## config.mk

```make
export PLATFORM = sky130hd
export DESIGN_NAME = aou_divider
export DESIGN_NICKNAME = d
export VERILOG_FILES = /design/src/sv/aou_pkg.sv /design/src/sv/aou_divider.sv
export SDC_FILE = /design/constraint.sdc
export NUM_CORES = 1
export LEC_CHECK = 0
export BUFFER_PORTS_ARGS = -buffer_cell sky130_fd_sc_hd__buf_2
export CORE_ASPECT_RATIO = 1.5
export CORE_MARGIN = 3
export CORE_UTILIZATION = 25
export CTS_BUF_LIST = sky130_fd_sc_hd__clkbuf_4 sky130_fd_sc_hd__clkbuf_8 sky130_fd_sc_hd__clkbuf_16
export CTS_CLUSTER_DIAMETER = 150
export DETAILED_ROUTE_END_ITERATION = 12
export PLACE_DENSITY = 0.44
export SLEW_MARGIN = 20
export SYNTH_ARGS = -nofsm -noshare
export SYNTH_HDL_FRONTEND = slang
export SYNTH_SLANG_ARGS = --single-unit
```

## constraint.sdc

```tcl
create_clock -name clk -period 4.7 [get_ports clk]
set_input_delay 0.47 -clock clk [delete_from_list [all_inputs] [get_ports clk]]
set_output_delay 0.47 -clock clk [all_outputs]
set_load 0.03 [all_outputs]
```

## src/sv/aou_pkg.sv

```systemverilog
// ---------------------------------------------------------------------------
// aou_pkg: shared types and constants of the adam optimizer update block
// Register map, reset values and the request/response words of the
// iterative root and divide units.
// ---------------------------------------------------------------------------
`timescale 1ns / 1ps

package aou_pkg;

  // default storage depth, parameters per pass
  localparam int unsigned MAX_PARAMS_DEFAULT = 1024;

  // register reset values
  localparam logic [31:0] BETA_FIRST_RESET  = 32'd4252017623;
  localparam logic [31:0] BETA_SECOND_RESET = 32'd4290672329;
  localparam logic [15:0] EPSILON_RESET     = 16'd1;
  localparam logic [10:0] PARAM_COUNT_RESET = 11'd1024;

  // one in unsigned q0.32, held in 33 bits
  localparam logic [32:0] ONE_Q32 = 33'h1_0000_0000;

  // register index, byte address bits [3:2]
  typedef enum logic [1:0] {
    CFG_BETA_FIRST  = 2'd0,
    CFG_BETA_SECOND = 2'd1,
    CFG_EPSILON     = 2'd2,
    CFG_PARAM_COUNT = 2'd3
  } cfg_addr_t;

  // square root unit
  typedef struct packed {
    logic        start;
    logic [63:0] radicand;
  } sqrt_req_t;

  typedef struct packed {
    logic        done;
    logic [31:0] root;
  } sqrt_rsp_t;

  // divide unit
  typedef struct packed {
    logic        start;
    logic [63:0] numer;
    logic [40:0] denom;
  } div_req_t;

  typedef struct packed {
    logic        done;
    logic        sat;
    logic [31:0] quot;
  } div_rsp_t;

endpackage

```

## src/sv/aou_divider.sv

```systemverilog
// ---------------------------------------------------------------------------
// aou_divider: iterative restoring divider
// 64-bit by 41-bit unsigned divide into 32 quotient bits, with a
// flag for quotients that do not fit in 32 bits.
// ---------------------------------------------------------------------------
`timescale 1ns / 1ps

module aou_divider
  import aou_pkg::*;
(
  input  logic     clk,
  input  logic     rst,
  input  div_req_t req,
  output div_rsp_t rsp
);

  localparam logic [5:0] STEPS = 6'd32;

  logic        busy;
  logic        done;
  logic [5:0]  cnt;
  logic [40:0] denom;
  logic [40:0] rem;
  logic [31:0] low;
  logic [31:0] quot;
  logic        sat;
  logic [41:0] rem_sh;
  logic        ge;

  // one step: bring down a numerator bit, subtract if it fits
  assign rem_sh = {rem, low[31]};
  assign ge     = (rem_sh >= {1'b0, denom});

  // step counter
  always_ff @(posedge clk) begin
    if (rst) begin
      busy <= 1'b0;
      done <= 1'b0;
      cnt  <= '0;
    end else begin
      done <= busy && (cnt == 6'd1);
      if (req.start) begin
        busy <= 1'b1;
        cnt  <= STEPS;
      end else if (busy) begin
        cnt <= cnt - 6'd1;
        if (cnt == 6'd1) begin
          busy <= 1'b0;
        end
      end
    end
  end

  // overflow check up front, then the bit loop
  always_ff @(posedge clk) begin
    if (req.start) begin
      sat   <= ({9'b0, req.numer} >= {req.denom, 32'b0});
      rem   <= {9'b0, req.numer[63:32]};
      low   <= req.numer[31:0];
      denom <= req.denom;
      quot  <= '0;
    end else if (busy) begin
      rem  <= ge ? 41'(rem_sh - {1'b0, denom}) : rem_sh[40:0];
      low  <= {low[30:0], 1'b0};
      quot <= {quot[30:0], ge};
    end
  end

  assign rsp.done = done;
  assign rsp.sat  = sat;
  assign rsp.quot = quot;

endmodule

```

==> impl_summary.txt, run 1 <==
----------------------------------------------------
[Logic synthesis]
  Share of the synthesized area in the top cell type ... 0.326
  Summed instance area of the synthesized netlist ... roughly 9800 um^2
  Warnings, synthesis ... 0
  Sequential-to-total area share from yosys stat ... 0.427
  Synthesized Nets ... 1137
  Post-synth top area cell ... sky130_fd_sc_hd__edfxtp_1
  Fraction of synthesis flops using an asynchronous set or reset pin ... 0
  Post-synthesis cell type count ... 71
  Most used DFF post-synth ... sky130_fd_sc_hd__edfxtp_1
  Synthesized area per cell ... between 10 and 15 um^2
  EDFF count, synth ... about 110
  Commonest cells post-synth ... 106 x sky130_fd_sc_hd__edfxtp_1, 86 x sky130_fd_sc_hd__inv_1, 75 x sky130_fd_sc_hd__ha_1
  Gate count of the mapped netlist ... 953
  Most area-consuming cells after synthesis ... sky130_fd_sc_hd__edfxtp_1 33%, sky130_fd_sc_hd__dfxtp_1 10%, sky130_fd_sc_hd__ha_1 9.6%, sky130_fd_sc_hd__mux2_2 6.5%, sky130_fd_sc_hd__mux2i_1 3.6%
  Synthesized flop and latch total ... 155
  Most used standard cell by instance count after synthesis ... sky130_fd_sc_hd__edfxtp_1

[Layout]
  Layout net count ... between 1000 and 1500
  Share of cells above drive strength 1 ... 0.238
  Area growth from synthesis to layout ... 18.1%
  Final non-filler cell area ... roughly 12000 um^2

[Clocking]
  Post-cts hold buffer count ... 0
  Post-CTS resize count ... 0
  Clock tree from TritonCTS ... yes
  Setup repair bufs after CTS ... 0
  Post-CTS clock slew at the launch and capture registers of the worst setup and hold paths ... 0.07 ns
  Root Driver ... sky130_fd_sc_hd__clkbuf_16
  Clock latency of the later-clocked register in the worst-skew pair ... ~0.44 ns
  Maximum buffer depth of the clock tree ... 2
  CTS H-Tree Depth ... 4
  Number of sinks on the clock net ... roughly 160
  CTS buffer count ... 17

[Detailed routing]
  Antenna viol nets, final ... 0
  Detailed Route WL ... about 27 mm
  Number of iterations in the first detailed-routing pass ... 4
  Number of DRC markers in iteration 0 ... around 340
  Per-cell routed wire length ... approximately 17 um
  Ratio of routed vias to standard cells ... 4.71
  Detailed-route DRC error count ... 0
  Number of vias after detailed routing ... 7429

[Critical path]
  Critical path capture point type ... register
  Largest fanout on the critical path ... 31
  Slowest stage cell on the critical path ... sky130_fd_sc_hd__nand2_4
  Maximum single-stage delay on the critical path ... 0.53 ns
  Type of element launching the critical path ... register
  Worst setup path class ... reg -> reg
  Cell chain of the critical path ... inv_1 > ha_1 > fa_1 > nand2b_1 > a21oi_1 > nor2b_1 > o31a_1 > o311ai_4 > o2111ai_4 > nand2_4 > mux2_1 > mux2_2
  WP data arrival ... ~4.1 ns
  Worst reg-to-reg setup slack ... just under 0.8 ns
  CP Data Required Time ... about 4.9 ns

[Pwr]
  Power share of the combinational group ... 0.294
  Design internal power ... 0.00301 W
  Switch share ... 0.324
  Leakage power summed over all cells ... a little under 5 nW
  Part of the power in the clock network ... 0.332
  Overall Power ... 0.00446 W
  Fraction of power consumed by sequential logic ... 0.374
  Power density over the cells ... between 300 and 400 nW/um^2
  Peak supply drop ... between 0.15 and 0.2 mV
  Sw Pwr ... roughly 0.0014 W

[GRT]
  Global-route wire length before repair ... between 40 and 50 mm
  Largest net degree at the start of global routing ... 68
  Global route total overflow ... 0
  Via count of the first global-routing pass ... 7810
  Initial antenna violation count ... 3
  Combined global-route utilization of all metal layers ... 0.131

[Placed design]
  DP HPWL ... just over 20 mm
  GPL Wtd Cong ... 0.807
  DP Area ... 10900 um^2
  Port Buffers ... ~140

[Floorplan]
  Overall die width ... between 150 and 200 um
  Die outline area ... roughly 41000 um^2
  Core Region ... 38500 um^2
  Number of I/O pins ... between 100 and 150
  Number of placement rows ... 88
  Vertical extent of the die ... 248 um
  Starting utilization of the core area ... 0.253

[STA]
  Highest attainable clock frequency ... 256 MHz
  Hold Vio Cnt, Final ... 0
  Setup skew after layout ... between 0.008 and 0.009 ns
  Total setup violations reported at the end of the flow ... 0
  Fin. max-slew vios ... 0
  Final period demand of the worst path ... ~4 ns
  Final period util ... 0.832
  Transition at the pin with the smallest max-transition slack ... a little under 0.9 ns
  Slew margin rel. ... 0.408
  Unrepaired setup endpoints after global routing ... no
  Post-route setup TNS ... 0 ns

[Status]
  Outcome ... completed

[Hold path]
  Worst min-delay path class ... in -> reg

[Job]
  Total of max-cap violations ... 0

----------------------------------------------------
through the flow:
| stage | worst slack (ns) | cells | util | hold WS (ns) |
|---|---|---|---|---|
| 2_1_floorplan | 1.36 | 953 | - | 0.469 |
| 3_3_place_gp | 0.902 | 1545 | 0.283 | 0.472 |
| 3_5_place_dp | 0.789 | 1545 | 0.283 | 0.483 |
| 4_1_cts | 0.768 | 1577 | 0.299 | 0.182 |
| 5_1_grt | 0.510 | 1577 | 0.299 | 0.187 |
| 6_report | 0.790 | 1578 | 0.299 | 0.210 |
power by group through the flow:
stage	clock [W]	combinational [W]	sequential, W
after floorplan	0	0.000987	0.00167
after global placement	0	0.00132	0.00170
after detailed placement	0	0.00132	0.00170
after CTS	0.00154	0.00133	0.00167
after global routing	0.00158	0.00146	0.00168
final	0.00148	0.00131	0.00167
placed cells by master, fill, tap and decap left out, drive strengths merged, types with 14 or more instances in the layout:
cell type	count
xnor2	26
mux2	71
mux2i	35
a21oi	66
buf	147
nor2b	14
nand2	55
a21o	28
edfxtp	106
inv	93
ha	75
dfxtp	49
clkbuf	17
o21ai	44
nand4	20
nor2	71
routing by layer:
metal  GRT usage  vias up  share of wire
met5           0        -        0.00099
met3      0.0264       33          0.029
li1            -     3705              -
met1       0.140     3553           0.40
met4      0.0506        4          0.026
met2       0.251      134           0.55
critical path, delay by kind of cell (launching register included):
kind            cells  cell delay, ns
fa+ha+maj           2            0.60
simple gates        3            0.82
flops               1            0.35
mux                 2            0.64
compound gates      4            1.17
buf+inv             1            0.05
path summary, 6_finish.rpt:
kind | startpoint | end | cells after the start
worst max register to register | low[31] | rem[30] | 12
worst min register to register | quot[31] | quot[31] | 2
worst min-delay path | req[14] | denom[14] | 1
worst max-delay path | low[31] | rem[30] | 12
cell families after synthesis:
| family | Yosys count | synth area share |
|---|---|---|
| and+or+nand+nor | 228 | 0.115 |
| AOI/OAI and AO/OA | 214 | 0.147 |
| DFF | 155 | 0.427 |
| buffers and inverters | 136 | 0.0566 |
| muxes | 106 | 0.122 |
| adders and majority gates | 76 | 0.0982 |
| xor gates and xnor gates | 38 | 0.0341 |
state kept, by name (all words and copies together), names as in the netlist:
register and cells:
busy 1, cnt 6, denom 41, done 1
low 32, quot 32, rem 41, sat 1
final cells by class:
cell class                 instances  area (um^2)
antenna                            1         2.50
tap                              495          619
sequential                       155         4170
multi-input combinational        662         5040
fill                            4074        27000
timing repair buffer             147          757
clock inverter                    15          185
inverter                          86          323
clock buffer                      17          425
(Power assumes the default switching activity.)
==> run 2, diff against run 1 <==
--- a/config.mk
+++ b/config.mk
@@ -12,7 +12,7 @@
 export CTS_BUF_LIST = sky130_fd_sc_hd__clkbuf_4 sky130_fd_sc_hd__clkbuf_8 sky130_fd_sc_hd__clkbuf_16
 export CTS_CLUSTER_DIAMETER = 150
 export DETAILED_ROUTE_END_ITERATION = 12
-export PLACE_DENSITY = 0.44
+export PLACE_DENSITY = 0.46
 export SLEW_MARGIN = 20
 export SYNTH_ARGS = -nofsm -noshare
 export SYNTH_HDL_FRONTEND = slang
==> constraint.sdc (replaced) <==
create_clock -name clk -period 3.3 [get_ports clk]
set_input_delay 0.33 -clock clk [delete_from_list [all_inputs] [get_ports clk]]
set_output_delay 0.33 -clock clk [all_outputs]
set_load 0.03 [all_outputs]
==> run 2 against run 1 <==
Compared with the run above: sequential cell count is the same; maximum frequency grew 21%; first-iteration DRC count shrank 31%; highest routed layer is now met4; global-route usage grew 0.30 points.
==> impl_summary.txt, run 2 (synthesis gave the netlist of run 1 again) <==
----------------------------------------------------
[STA]
  Setup skew after layout ... 0.0127 ns (was 0.00836 ns)
  Final period demand of the worst path ... 3.22 ns (was 3.91 ns)
  Final Hold Slack ... 0.0746 ns (was 0.210 ns)
  Transition at the pin with the smallest max-transition slack ... 0.751 ns (was 0.887 ns)
  Total setup violations reported at the end of the flow ... 0 (unchanged)
  Unrepaired setup endpoints after global routing ... yes (was no)
  Slew margin rel. ... 0.495 (was 0.408)
  Final period util ... 0.976 (was 0.832)
  Fin. max-slew vios ... 0 (unchanged)
  Highest attainable clock frequency ... 310 MHz (was 256 MHz)
  Hold Vio Cnt, Final ... 0 (unchanged)

[Pwr]
  Leakage power summed over all cells ... 5.29 nW (was 4.90 nW)
  Peak supply drop ... 0.286 mV (was 0.170 mV)
  Overall Power ... 0.00665 W (was 0.00446 W)
  Power density over the cells ... 545 nW/um^2 (was 387 nW/um^2)

[Hold path]
  Worst min-delay path startpoint ... req[7] (was req[14])
  Worst min-delay path class ... in -> reg (unchanged)

[Clocking]
  Post-CTS clock slew at the launch and capture registers of the worst setup and hold paths ... 0.06 ns (was 0.07 ns)
  Clock tree from TritonCTS ... yes (unchanged)
  Clock latency of the later-clocked register in the worst-skew pair ... 0.45 ns (was 0.44 ns)
  Root Driver ... sky130_fd_sc_hd__clkbuf_16 (unchanged)
  Number of sinks on the clock net ... 155 (unchanged)
  Post-cts hold buffer count ... 0 (unchanged)
  CTS buffer count ... 17 (unchanged)
  Maximum buffer depth of the clock tree ... 2 (unchanged)
  CTS H-Tree Depth ... 4 (unchanged)

[Detailed routing]
  Ratio of routed vias to standard cells ... 4.69 (was 4.71)
  Detailed-route DRC error count ... 0 (unchanged)
  Number of iterations in the first detailed-routing pass ... 4 (unchanged)
  Detailed Route WL ... 28.1 mm (was 27.3 mm)
  Per-cell routed wire length ... 17.1 um (was 17.3 um)
  Antenna viol nets, final ... 0 (unchanged)
  Number of vias after detailed routing ... 7722 (was 7429)
  Number of DRC markers in iteration 0 ... 234 (was 339)

[Floorplan]
  Number of I/O pins ... 142 (unchanged)
  Vertical extent of the die ... 248 um (unchanged)
  Overall die width ... 167 um (unchanged)
  Number of placement rows ... 88 (unchanged)
  Die outline area ... 41500 um^2 (unchanged)
  Starting utilization of the core area ... 0.253 (unchanged)
  Core Region ... 38500 um^2 (unchanged)

[Critical path]
  Worst setup path class ... reg -> reg (unchanged)
  Worst reg-to-reg setup slack ... 0.08 ns (was 0.79 ns)
  Critical path capture point type ... register (unchanged)
  Worst Setup SP ... denom[0] (was low[31])
  Reg-to-reg startpoint ... denom[0] (was low[31])
  WP data arrival ... 3.41 ns (was 4.11 ns)
  Largest fanout on the critical path ... 6 (was 31)
  Type of element launching the critical path ... register (unchanged)
  CP Data Required Time ... 3.49 ns (was 4.90 ns)

[Placed design]
  Port Buffers ... 141 (unchanged)
  DP HPWL ... 21.5 mm (was 20.8 mm)
  GPL Wtd Cong ... 0.812 (was 0.807)

[Layout]
  Most common cell after layout, fill and taps aside ... sky130_fd_sc_hd__buf_2 (unchanged)
  Layout net count ... 1322 (was 1253)
  Sequential Area ... 4170 um^2 (unchanged)
  Count of filler cells inserted in the layout ... 4016 (was 4074)
  Top library cells by usage in the layout, fill and taps aside ... 140 x sky130_fd_sc_hd__buf_2, 106 x sky130_fd_sc_hd__edfxtp_1, 85 x sky130_fd_sc_hd__inv_1, 72 x sky130_fd_sc_hd__ha_1 (was 140 x sky130_fd_sc_hd__buf_2, 106 x sky130_fd_sc_hd__edfxtp_1, 86 x sky130_fd_sc_hd__inv_1, 75 x sky130_fd_sc_hd__ha_1, 70 x sky130_fd_sc_hd__nor2_1)
  Area growth from synthesis to layout ... 25.0% (was 18.1%)
  Combined area of the multi-input logic cells ... 5150 um^2 (was 5040 um^2)
  Largest registers ... denom: 41 flops, rem: 41 flops (unchanged)
  Share of cells above drive strength 1 ... 0.299 (was 0.238)

[Status]
  Outcome ... completed (unchanged)

[GRT]
  Combined global-route utilization of all metal layers ... 0.134 (was 0.131)
  Largest net degree at the start of global routing ... 79 (was 68)
  Via count of the first global-routing pass ... 8132 (was 7810)
  Initial antenna violation count ... 1 (was 3)
  Global route total overflow ... 0 (unchanged)
  Global-route wire length before repair ... 43.4 mm (was 42.7 mm)

[Job]
  Total of max-cap violations ... 0 (unchanged)

----------------------------------------------------
==> run 2: power by group <==
group          leakage (nW)  internal (W)  switching, W
combinational          3.55       0.00107       0.00117
clock                 0.285       0.00120      0.000836
sequential             1.45       0.00229     0.0000887
total                  5.29       0.00456       0.00209
==> run 2: final cells by class <==
class | count | area share
Timing Repair Buffer | 216 | 0.110
Tap cell | 495 | 0.0508
Multi-Input combinational cell | 662 | 0.422
Clock buffer | 19 | 0.0361
Clock inverter | 12 | 0.0122
Sequential cell | 155 | 0.342
Antenna cell | 1 | 0.000205
Inverter | 86 | 0.0265
==> run 2: layer usage <==
| layer | wire, um | share of wire | up-vias | track usage |
|---|---|---|---|---|
| met2 | 15400 | 0.55 | 145 | 0.257 |
| met3 | 886 | 0.032 | 39 | 0.0268 |
| li1 | - | - | 3846 | - |
| met5 | 0 | 0 | - | 0 |
| met1 | 10900 | 0.39 | 3692 | 0.140 |
| met4 | 900 | 0.032 | 0 | 0.0624 |
==> run 2: path summary, 6_finish.rpt <==
check / end / cells after the start
setup / recovery: rem[5] / 12
hold / removal: denom[7] / 1
setup reg to reg: rem[5] / 12
hold reg to reg: quot[31] / 2
==> run 2: critical path, cell delays in order (launching register included) <==
cell	delay [ns]
sky130_fd_sc_hd__edfxtp_1	0.37
sky130_fd_sc_hd__ha_2	0.21
sky130_fd_sc_hd__fa_2	0.35
sky130_fd_sc_hd__nand2b_4	0.17
sky130_fd_sc_hd__a21oi_4	0.15
sky130_fd_sc_hd__nor2b_2	0.06
sky130_fd_sc_hd__o31a_1	0.30
sky130_fd_sc_hd__o311ai_4	0.30
sky130_fd_sc_hd__o2111ai_4	0.16
sky130_fd_sc_hd__nand2_4	0.19
sky130_fd_sc_hd__buf_12	0.16
sky130_fd_sc_hd__mux2_4	0.29
sky130_fd_sc_hd__mux2_2	0.27
==> run 2: through the flow <==
stage / TNS [ns] / instance area [um^2] / setup WS, ns / util / instances
6_report: 0 / 12200 / 0.0791 / 0.316 / 1646
5_1_grt: -0.105 / 12200 / -0.0253 / 0.316 / 1646
4_1_cts: -0.304 / 12100 / -0.0551 / 0.314 / 1642
3_5_place_dp: -2.30 / 11400 / -0.136 / 0.295 / 1600
3_3_place_gp: -0.425 / 11400 / -0.0525 / 0.295 / 1600
2_1_floorplan: 0 / 9760 / 0.00200 / - / 953
==> run 2: timing repair <==
action,4_1_cts,5_1_grt
pin swaps,4,6
cloned,1,0
buffers inserted,10,3
resized for setup,13,17
endpoints found under the setup margin,27,38
