==> config.mk <==
export PLATFORM = sky130hd
export DESIGN_NAME = aou_isqrt
export DESIGN_NICKNAME = d
export VERILOG_FILES = /design/src/sv/aou_pkg.sv /design/src/sv/aou_isqrt.sv
export SDC_FILE = /design/constraint.sdc
export NUM_CORES = 1
export LEC_CHECK = 0
export BUFFER_PORTS_ARGS = -buffer_cell sky130_fd_sc_hd__buf_2
export CAP_MARGIN = 20
export CELL_PAD_IN_SITES_DETAIL_PLACEMENT = 0
export CELL_PAD_IN_SITES_GLOBAL_PLACEMENT = 1
export CORE_AREA = 10 10 149 151
export DETAILED_ROUTE_END_ITERATION = 8
export DIE_AREA = 0 0 159 161
export PLACE_DENSITY = 0.81
export SLEW_MARGIN = 20
export SYNTH_ARGS = -nofsm -noshare
export SYNTH_HDL_FRONTEND = slang
export SYNTH_SLANG_ARGS = --single-unit
==> constraint.sdc <==
create_clock -name clk -period 3.01 [get_ports clk]
set_input_delay 0.4515 -clock clk [delete_from_list [all_inputs] [get_ports clk]]
set_output_delay 0.4515 -clock clk [all_outputs]
set_load 0.05 [all_outputs]
==> src/sv/aou_pkg.sv <==
// ---------------------------------------------------------------------------
// aou_pkg: shared types and constants of the adam optimizer update block
// Register map, reset values and the request/response words of the
// iterative root and divide units.
// ---------------------------------------------------------------------------
`timescale 1ns / 1ps

package aou_pkg;

  // default storage depth, parameters per pass
  localparam int unsigned MAX_PARAMS_DEFAULT = 1024;

  // register reset values
  localparam logic [31:0] BETA_FIRST_RESET  = 32'd4252017623;
  localparam logic [31:0] BETA_SECOND_RESET = 32'd4290672329;
  localparam logic [15:0] EPSILON_RESET     = 16'd1;
  localparam logic [10:0] PARAM_COUNT_RESET = 11'd1024;

  // one in unsigned q0.32, held in 33 bits
  localparam logic [32:0] ONE_Q32 = 33'h1_0000_0000;

  // register index, byte address bits [3:2]
  typedef enum logic [1:0] {
    CFG_BETA_FIRST  = 2'd0,
    CFG_BETA_SECOND = 2'd1,
    CFG_EPSILON     = 2'd2,
    CFG_PARAM_COUNT = 2'd3
  } cfg_addr_t;

  // square root unit
  typedef struct packed {
    logic        start;
    logic [63:0] radicand;
  } sqrt_req_t;

  typedef struct packed {
    logic        done;
    logic [31:0] root;
  } sqrt_rsp_t;

  // divide unit
  typedef struct packed {
    logic        start;
    logic [63:0] numer;
    logic [40:0] denom;
  } div_req_t;

  typedef struct packed {
    logic        done;
    logic        sat;
    logic [31:0] quot;
  } div_rsp_t;

endpackage

==> src/sv/aou_isqrt.sv <==
// ---------------------------------------------------------------------------
// aou_isqrt: iterative integer square root
// Floor root of a 64-bit radicand, one result bit per cycle.
// ---------------------------------------------------------------------------
`timescale 1ns / 1ps

module aou_isqrt
  import aou_pkg::*;
(
  input  logic      clk,
  input  logic      rst,
  input  sqrt_req_t req,
  output sqrt_rsp_t rsp
);

  localparam logic [5:0] STEPS = 6'd32;

  logic        busy;
  logic        done;
  logic [5:0]  cnt;
  logic [63:0] rad;
  logic [34:0] rem;
  logic [31:0] root;
  logic [34:0] rem_sh;
  logic [34:0] trial;
  logic        ge;

  // one restoring step: bring down two radicand bits, try root*4+1
  assign rem_sh = {rem[32:0], rad[63:62]};
  assign trial  = {1'b0, root, 2'b01};
  assign ge     = (rem_sh >= trial);

  // step counter
  always_ff @(posedge clk) begin
    if (rst) begin
      busy <= 1'b0;
      done <= 1'b0;
      cnt  <= '0;
    end else begin
      done <= busy && (cnt == 6'd1);
      if (req.start) begin
        busy <= 1'b1;
        cnt  <= STEPS;
      end else if (busy) begin
        cnt <= cnt - 6'd1;
        if (cnt == 6'd1) begin
          busy <= 1'b0;
        end
      end
    end
  end

  // remainder and root
  always_ff @(posedge clk) begin
    if (req.start) begin
      rad  <= req.radicand;
      rem  <= '0;
      root <= '0;
    end else if (busy) begin
      rad  <= {rad[61:0], 2'b00};
      rem  <= ge ? (rem_sh - trial) : rem_sh;
      root <= {root[30:0], ge};
    end
  end

  assign rsp.done = done;
  assign rsp.root = root;

endmodule

==> results.yml, run 1 <==
status:
  outcome: "complete, no violations"
logic_synthesis:
  ys_warn_count: 0
  yosys.area_share.xor_xnor: 0.0406
  yosysTopAreaCell: "edfxtp_1"
  synth_area_mm2: 0.00755
  synth.avg_cell_area_um2: 10.4
  synth.area.mux_share: 0.154
  ys_types: 65
  yosysTopAreaCellShare: 0.255
  synthSimpleGateAreaFrac: 0.0968
  synth-compound-area-share: 0.152
  synth_async_sr_flop_share: 0
  synth_nets: 826
  yosys-top-cells-area: "edfxtp_1, dfxtp_1, mux2_2, mux2i_1, ha_1"
  netlist_instances: 723
  ys_seq_area_frac: 0.448
  synth_edf_count: 64
  ys_ff_latch: 137
  synth_fa_ha_area_frac: 0.0597
  synth_ff_type: "dfxtp_1"
  synth_top_family_by_area: "multiplexers"
timing:
  setup_tns_ps: 0
  tightest_slew_ps: 631
  drv_slew: 0
  fin_crit_ps: 2780
  fin_hold_ws_ps: 300
  maxSlewHeadroom: 0.580
  hold_viol: 0
  fmaxAchievable_mhz: 360
  rsz0062_at_grt: "false"
  finalSetupViolCount: 0
  final.setup.worst_slack_ps: 233
  skew_ps: 8.86
  post-route-period-util: 0.923
detailed_routing:
  via_per_inst: 5.07
  ant_nets: 0
  drc_errors: 0
  drtPass1Iterations: 4
  wl_per_cell_um: 15.2
  drtIter0Drc: 263
  vias: 5578
  drt-total-wl_um: 16800
clocking:
  root_buffer: "clkbuf_16"
  cts.clk_slew.worst_paths_ps: 60
  clk_path_buf_depth: 2
  numCtsBuffers: 17
  cts_tree: "built"
  clock-sinks: 137
  clk_latency_ps: 420
  cts_hold_buffers: 0
  h-tree-depth: 4
hold_path:
  worstHoldStart: "rst"
  min_path_type: "input pin to register"
worst_setup_path:
  cp_max_fo: 4
  slowest_delay_ps: 400
  cpMaxStageDelayCell: "or3_1"
  arrival_ps: 3110
  endpoint_kind: "register"
  critical_path.startpoint: "root[2]$_SDFFE_PP0P_"
  crit_type: "register to register"
  worstPathRequired_ps: 3340
  start_kind: "register"
  r2r_start: "root[2]$_SDFFE_PP0P_"
  cp_cell_sequence: "inv_1 -> ha_1 -> or3_1 -> o22ai_2 -> o211ai_4 -> a31o_2 -> a21oi_1 -> o31ai_1 -> xor2_1 -> mux2i_1 -> a211oi_1"
grt:
  grt_max_degree: 105
  first_global_vias: 5651
  use_met2: 0.198
  grt_pass1_wl_um: 28600
  antenna_found_initial: 8
  grt_util_met3: 0.0694
  grt.overflow.total: 0
  grt.total_usage: 0.133
  grt_use_met1: 0.166
  grt-busiest-layer: "met2"
finish:
  final_common_cell: "buf_2"
  area_growth_pct: 20.0
  drive_gt1_frac: 0.283
  nNetsFinal: 921
  final_cell_mix: "buf_2, nor2_1, dfxtp_1"
power:
  power_density_mw_per_mm2: 806
  power.total_mw: 7.30
  ir_drop_uv: 514
  leakagePower_nw: 3.72
job:
  maxCapViolCount: 0
die:
  dieWidth_um: 159
  start_util: 0.393
  rows: 51
  core_area_mm2: 0.0192
  die_h_um: 161
  num_io_pins: 100
  die-area_mm2: 0.0256
place:
  finalWeightedCongestion: 0.818
  port_buffers: 99
  place_ws_ps: 57.5
  hpwlAfterDp_um: 11700
per-stage QoR:
stage	util	area (um2)	cells
floorplan	-	7550	723
global placement	0.437	8400	1063
detailed placement	0.437	8400	1063
CTS	0.468	8990	1095
global route	0.471	9050	1098
finish	0.471	9050	1101
synth_stat cells (4+ instances only):
cell      count
a211oi_1     19
a21o_1       18
a21oi_1      36
a311oi_1      8
a31oi_1       4
and3_1        6
buf_1         4
buf_2         9
clkbuf_1     27
dfxtp_1      73
edfxtp_1     64
ha_1         36
inv_1        49
mux2_2       62
mux2i_1      46
nand2_1      26
nand3_1      11
nand4_1       6
nor2_1       78
nor3_1        9
o21a_1        7
o21ai_0      22
o21ai_1       6
o21bai_1      5
o41ai_1       4
xnor2_1      21
xor2_1       14
worst paths after layout:
| path | slack [ps] | cells after the start | to |
|---|---|---|---|
| min | 300 | 2 | busy$_SDFF_PP0_ |
| max reg2reg | 230 | 11 | rem[25]$_SDFFE_PP0P_ |
| max | 230 | 11 | rem[25]$_SDFFE_PP0P_ |
| min reg2reg | 490 | 2 | rem[5]$_SDFFE_PP0P_ |
layer usage:
layer | wire length [um] | vias to the layer above
met5 | 19 | -
met4 | 170 | 4
met3 | 1570 | 25
met2 | 7250 | 118
met1 | 7750 | 2615
li1 | - | 2816
power breakdown:
part	internal, mW	switching [mW]
logic	1.36	1.57
clock network	1.23	0.863
registers	2.17	0.112
total	4.76	2.54
logic make-up after synthesis:
group / after synthesis
adders and majority gates: 36
AOI/OAI and AO/OA: 158
DFF: 137
buffers and inverters: 92
xor gates and xnor gates: 35
and+or+nand+nor: 157
muxes: 108
layout make-up:
type | instances | area [um2]
multi-input cells | 494 | 3840
flip-flops and latches | 137 | 3390
repair buffers | 119 | 711
fillers | 1825 | 10200
clock buffers | 17 | 425
clock inverters | 15 | 166
well taps | 265 | 332
inverters | 49 | 184
diodes | 5 | 12.5
critical path, delay by kind of cell, from the launching register on:
kind	cells	cell delay, ps
AOI/OAI and AO/OA	6	1330
xor gates and xnor gates	1	140
adders and majority gates	1	270
buffers and inverters	1	80
DFF	1	370
muxes	1	90
and+or+nand+nor	1	400
flip-flops by register name, indices dropped and copies added (netlist names):
signal,count
root,32
cnt,6
rem,33
done,1
busy,1
rad,64
timing repair:
item | 4_1_cts | 5_1_grt
endpoints found under the setup margin | 0 | 33
endpoints found under the hold margin | 0 | 0
setup buffers | 0 | 1
gates resized for setup | 0 | 7
(Power assumes the default switching activity.)
==> inputs of run 2 (changes only) <==
Settings changed: PLACE_DENSITY 0.81 to 0.84.
Clock period 3.01 ns to 2.26 ns, I/O delays scaled along.
==> results.yml, run 2 (synthesis results as in run 1) <==
status:
  outcome: "finished, violations left"
  failed_checks: "setup timing"
detailed_routing:
  drtIter0Drc: 265
  via_per_inst: 5.03
  vias: 6206
  ant_nets: 0
  wl_per_cell_um: 15.9
  drt-total-wl_um: 19600
  drc_errors: 0
  drtPass1Iterations: 5
timing:
  fmaxAchievable_mhz: 385
  post-route-period-util: 1.15
  finalSetupViolCount: 34
  drv_slew: 0
  hold_viol: 0
  skew_ps: 11.5
  tightest_slew_ps: 518
  fin_crit_ps: 2600
  rsz0062_at_grt: "true"
  final.setup.worst_slack_ps: -338
  maxSlewHeadroom: 0.655
  setup_tns_ps: -6330
worst_setup_path:
  endpoint_kind: "register"
  arrival_ps: 2940
  cpMaxStageDelayCell: "dfxtp_4"
  worstPathRequired_ps: 2600
  crit_type: "register to register"
  cp_max_fo: 4
  r2r_slack_ps: -340
  cp_cell_sequence: "inv_2 -> ha_4 -> nor2b_4 -> o31a_1 -> o41ai_4 -> buf_4 -> o21ai_4 -> buf_6 -> a31oi_4 -> o21ai_2 -> xor2_1 -> nand2_1 -> a311oi_2"
  start_kind: "register"
  slowest_delay_ps: 350
place:
  dp.cells: 1181
  hpwlAfterDp_um: 13500
  port_buffers: 99
  finalWeightedCongestion: 0.884
clocking:
  numCtsBuffers: 17
  clk_path_buf_depth: 2
  cts_tree: "built"
  cts.clk_slew.worst_paths_ps: 70
  h-tree-depth: 4
  clk_latency_ps: 430
  root_buffer: "clkbuf_16"
  clock-sinks: 137
job:
  maxCapViolCount: 0
finish:
  largest_registers: "rad x64, rem x33, root x32"
  final_common_cell: "buf_4"
  largest_reg_flops: 64
  area_growth_pct: 44.5
  final_cells: 1235
  final_cell_mix: "buf_4, buf_2, nor2_1"
  top_register: "rad"
  drive_gt1_frac: 0.506
  nNetsFinal: 1059
  nFillCells: 1674
power:
  ir_drop_uv: 786
  leakagePower_nw: 4.61
  power_density_mw_per_mm2: 1150
grt:
  antenna_found_initial: 2
  grt_max_degree: 50
  first_global_vias: 6504
  grt.total_usage: 0.152
  grt.overflow.total: 0
  grt_pass1_wl_um: 32200
die:
  num_io_pins: 100
  core_area_mm2: 0.0192
  dieWidth_um: 159
  rows: 51
  die-area_mm2: 0.0256
  die_h_um: 161
  start_util: 0.393
hold_path:
  min_path_type: "input pin to register"
-- run 2: changes by cell type in the layout (fill, tap and decap cells not counted), sizes merged --
cell | previous run | this run
diode | 5 | 1
clkinv | 5 | 2
clkinvlp | 3 | 1
clkbuf | 17 | 18
inv | 54 | 59
nor2 | 79 | 80
buf | 119 | 255
-- run 2: what timing repair did --
item                                    4_1_cts  5_1_grt
hold buffers                                  0        0
resized for setup                            53       48
setup buffers                                14        4
endpoints found under the hold margin         0        0
pin swaps                                    32       32
gates cloned                                  7        0
endpoints found under the setup margin       34       34
-- run 2: area by class of cell --
cell class | count | area, um2 | area share
clock buffer | 17 | 425 | 0.0390
antenna | 1 | 2.50 | 0.000229
sequential | 137 | 3490 | 0.320
inverter | 49 | 189 | 0.0173
timing repair buffer | 256 | 1870 | 0.172
tap | 265 | 332 | 0.0304
clock inverter | 15 | 193 | 0.0177
multi-input combinational | 495 | 4400 | 0.404
-- run 2: metrics by stage --
| step | hold slack, ps | instance area, um2 | utilization | setup slack (ps) | power (mW) |
|---|---|---|---|---|---|
| after floorplan | 465 | 7930 | - | -255 | 6.34 |
| after global placement | 480 | 9610 | 0.500 | -208 | 7.68 |
| after detailed placement | 486 | 9610 | 0.500 | -270 | 7.75 |
| after CTS | 163 | 10700 | 0.558 | -256 | 12.2 |
| after global routing | 175 | 10900 | 0.568 | -452 | 13.2 |
| final | 183 | 10900 | 0.568 | -338 | 12.5 |
-- run 2: path summary, 6_finish.rpt --
path | from | to | cells after the start
hold reg to reg | rem[31]$_SDFFE_PP0P_ | rem[31]$_SDFFE_PP0P_ | 2
hold / removal | req[0] | rad[0]$_SDFFCE_PN0P_ | 2
setup / recovery | root[0]$_SDFFE_PP0P_ | rem[24]$_SDFFE_PP0P_ | 13
setup reg to reg | root[0]$_SDFFE_PP0P_ | rem[24]$_SDFFE_PP0P_ | 13
-- run 2: worst max-delay path, delay by kind of cell, from the launching register on --
| kind | cells | cell delay, ps |
|---|---|---|
| AOI/OAI and AO/OA | 6 | 1150 |
| buffers and inverters | 3 | 370 |
| DFF | 1 | 350 |
| adders and majority gates | 1 | 240 |
| and+or+nand+nor | 2 | 230 |
| xor gates and xnor gates | 1 | 180 |
-- run 2: layer usage --
layer / routed length, um / vias up / GRT usage
met5: 13 / - / 0
met4: 291 / 2 / 0.0421
met3: 1660 / 27 / 0.0691
met2: 9290 / 139 / 0.250
met1: 8330 / 2940 / 0.175
li1: - / 3098 / -
-- run 2: where the power goes --
group / internal (mW) / total, mW / switching, mW
registers: 2.86 / 3.01 / 0.151
logic: 3.48 / 6.57 / 3.09
clock network: 1.69 / 2.94 / 1.25
total: 8.02 / 12.5 / 4.49
==> inputs of run 3 (changes only) <==
Settings changed: CTS_BUF_LIST set to sky130_fd_sc_hd__clkbuf_4 sky130_fd_sc_hd__clkbuf_8.
==> results.yml, run 3 (synthesis results as in run 1) <==
detailed_routing:
  wl_per_cell_um: 15.7
  drt-total-wl_um: 19400
  drc_errors: 0
  drtPass1Iterations: 4
  drtIter0Drc: 240
  vias: 6165
  via_per_inst: 4.97
  ant_nets: 0
timing:
  hold_viol: 0
  maxSlewHeadroom: 0.660
  fmaxAchievable_mhz: 398
  drv_slew: 0
  finalSetupViolCount: 33
  final.setup.worst_slack_ps: -251
  post-route-period-util: 1.11
  tightest_slew_ps: 511
  fin_crit_ps: 2510
  rsz0062_at_grt: "true"
  skew_ps: 14.8
clocking:
  clk_latency_ps: 490
  cts.clk_slew.worst_paths_ps: 90
  cts_hold_buffers: 0
  numCtsBuffers: 17
  clk_path_buf_depth: 2
  clock-sinks: 137
  cts_tree: "built"
  root_buffer: "clkbuf_8"
  h-tree-depth: 4
finish:
  fin_area_mm2: 0.0107
  area_growth_pct: 42.1
  final_common_cell: "buf_4"
  final_cell_mix: "buf_4, buf_2, nor2_1"
  nFillCells: 1676
  largest_registers: "rad x64, rem x33, root x32"
  drive_gt1_frac: 0.501
  largest_reg_flops: 64
  top_register: "rad"
  nNetsFinal: 1064
grt:
  grt_max_degree: 50
  grt_use_met1: 0.178
  first_global_vias: 6486
  grt.total_usage: 0.152
  antenna_found_initial: 2
  grt_util_met3: 0.0646
  grt-busiest-layer: "met2"
  use_met2: 0.248
  grt.overflow.total: 0
  grt_pass1_wl_um: 32200
worst_setup_path:
  cp_max_fo: 4
  worstPathRequired_ps: 2660
  crit_type: "register to register"
  endpoint_kind: "register"
  arrival_ps: 2910
  start_kind: "register"
power:
  p_sw_frac: 0.369
  internal-power_mw: 7.50
  power_density_mw_per_mm2: 1110
  power.total_mw: 11.9
  switchingPower_mw: 4.38
  pwr-share-clk: 0.187
  p_comb_frac: 0.560
  leakagePower_nw: 4.53
  ir_drop_uv: 691
  seq_power_share: 0.253
place:
  port_buffers: 99
  hpwlAfterDp_um: 13500
  finalWeightedCongestion: 0.884
  post_dp_cell_area_mm2: 0.00961
hold_path:
  min_path_type: "input pin to register"
die:
  dieWidth_um: 159
  rows: 51
  start_util: 0.393
  die_h_um: 161
  die-area_mm2: 0.0256
  core_area_mm2: 0.0192
  num_io_pins: 100
status:
  outcome: "finished, violations left"
  failed_checks: "setup timing"
job:
  maxCapViolCount: 0
==> run 3: timing repair <==
| action | 4_1_cts | 5_1_grt |
|---|---|---|
| pin swaps | 33 | 23 |
| gates cloned | 7 | 0 |
| endpoints found under the setup margin | 34 | 34 |
| setup buffers | 16 | 5 |
| resized for setup | 56 | 40 |
==> run 3: cell type report <==
cell class	instances	area [um2]	area share
well taps	265	332	0.0309
clock buffers	17	234	0.0218
diodes	1	2.50	0.000233
inverters	49	189	0.0176
clock inverters	15	193	0.0180
repair buffers	261	1960	0.182
multi-input cells	495	4330	0.404
flip-flops and latches	137	3490	0.325
==> run 3: power groups by stage <==
stage	logic, mW	registers [mW]	clock network [mW]
detailed placement	4.70	3.05	0
global placement	4.64	3.05	0
CTS	6.35	3.00	2.26
floorplan	3.30	3.04	0
global route	7.12	3.03	2.37
finish	6.66	3.00	2.22
==> run 3: final timing paths <==
check / to / startpoint / depth (start not counted) / slack (ps)
max: rem[22]$_SDFFE_PP0P_ / root[0]$_SDFFE_PP0P_ / 12 / -250
min: busy$_SDFF_PP0_ / rst / 2 / 110
max reg2reg: rem[22]$_SDFFE_PP0P_ / root[0]$_SDFFE_PP0P_ / 12 / -250
min reg2reg: rem[31]$_SDFFE_PP0P_ / rem[31]$_SDFFE_PP0P_ / 2 / 500
==> run 3: per-stage QoR <==
step | worst slack, ps | hold slack, ps | utilization | std cells | TNS [ps]
after floorplan | -255 | 465 | - | 723 | -5380
after global placement | -208 | 480 | 0.500 | 1181 | -4480
after detailed placement | -270 | 486 | 0.500 | 1181 | -5570
after CTS | -265 | 108 | 0.551 | 1236 | -5580
after global routing | -442 | 119 | 0.558 | 1239 | -9660
final | -251 | 112 | 0.559 | 1240 | -6280
==> run 3: critical path, stage by stage (launching register included) <==
cell      delay (ps)
dfxtp_4          360
inv_2             40
ha_4             240
nor2b_4          130
o31a_1           280
o41ai_4          290
o211ai_2         140
a311oi_2         240
buf_4            170
buf_4            130
xnor2_4          120
mux2i_4           90
a211oi_2         210
==> run 3: metal layers <==
layer,vias to the layer above,wire [um]
met1,2907,8400
li1,3104,-
met4,2,252
met2,134,9180
met5,-,14
met3,18,1560
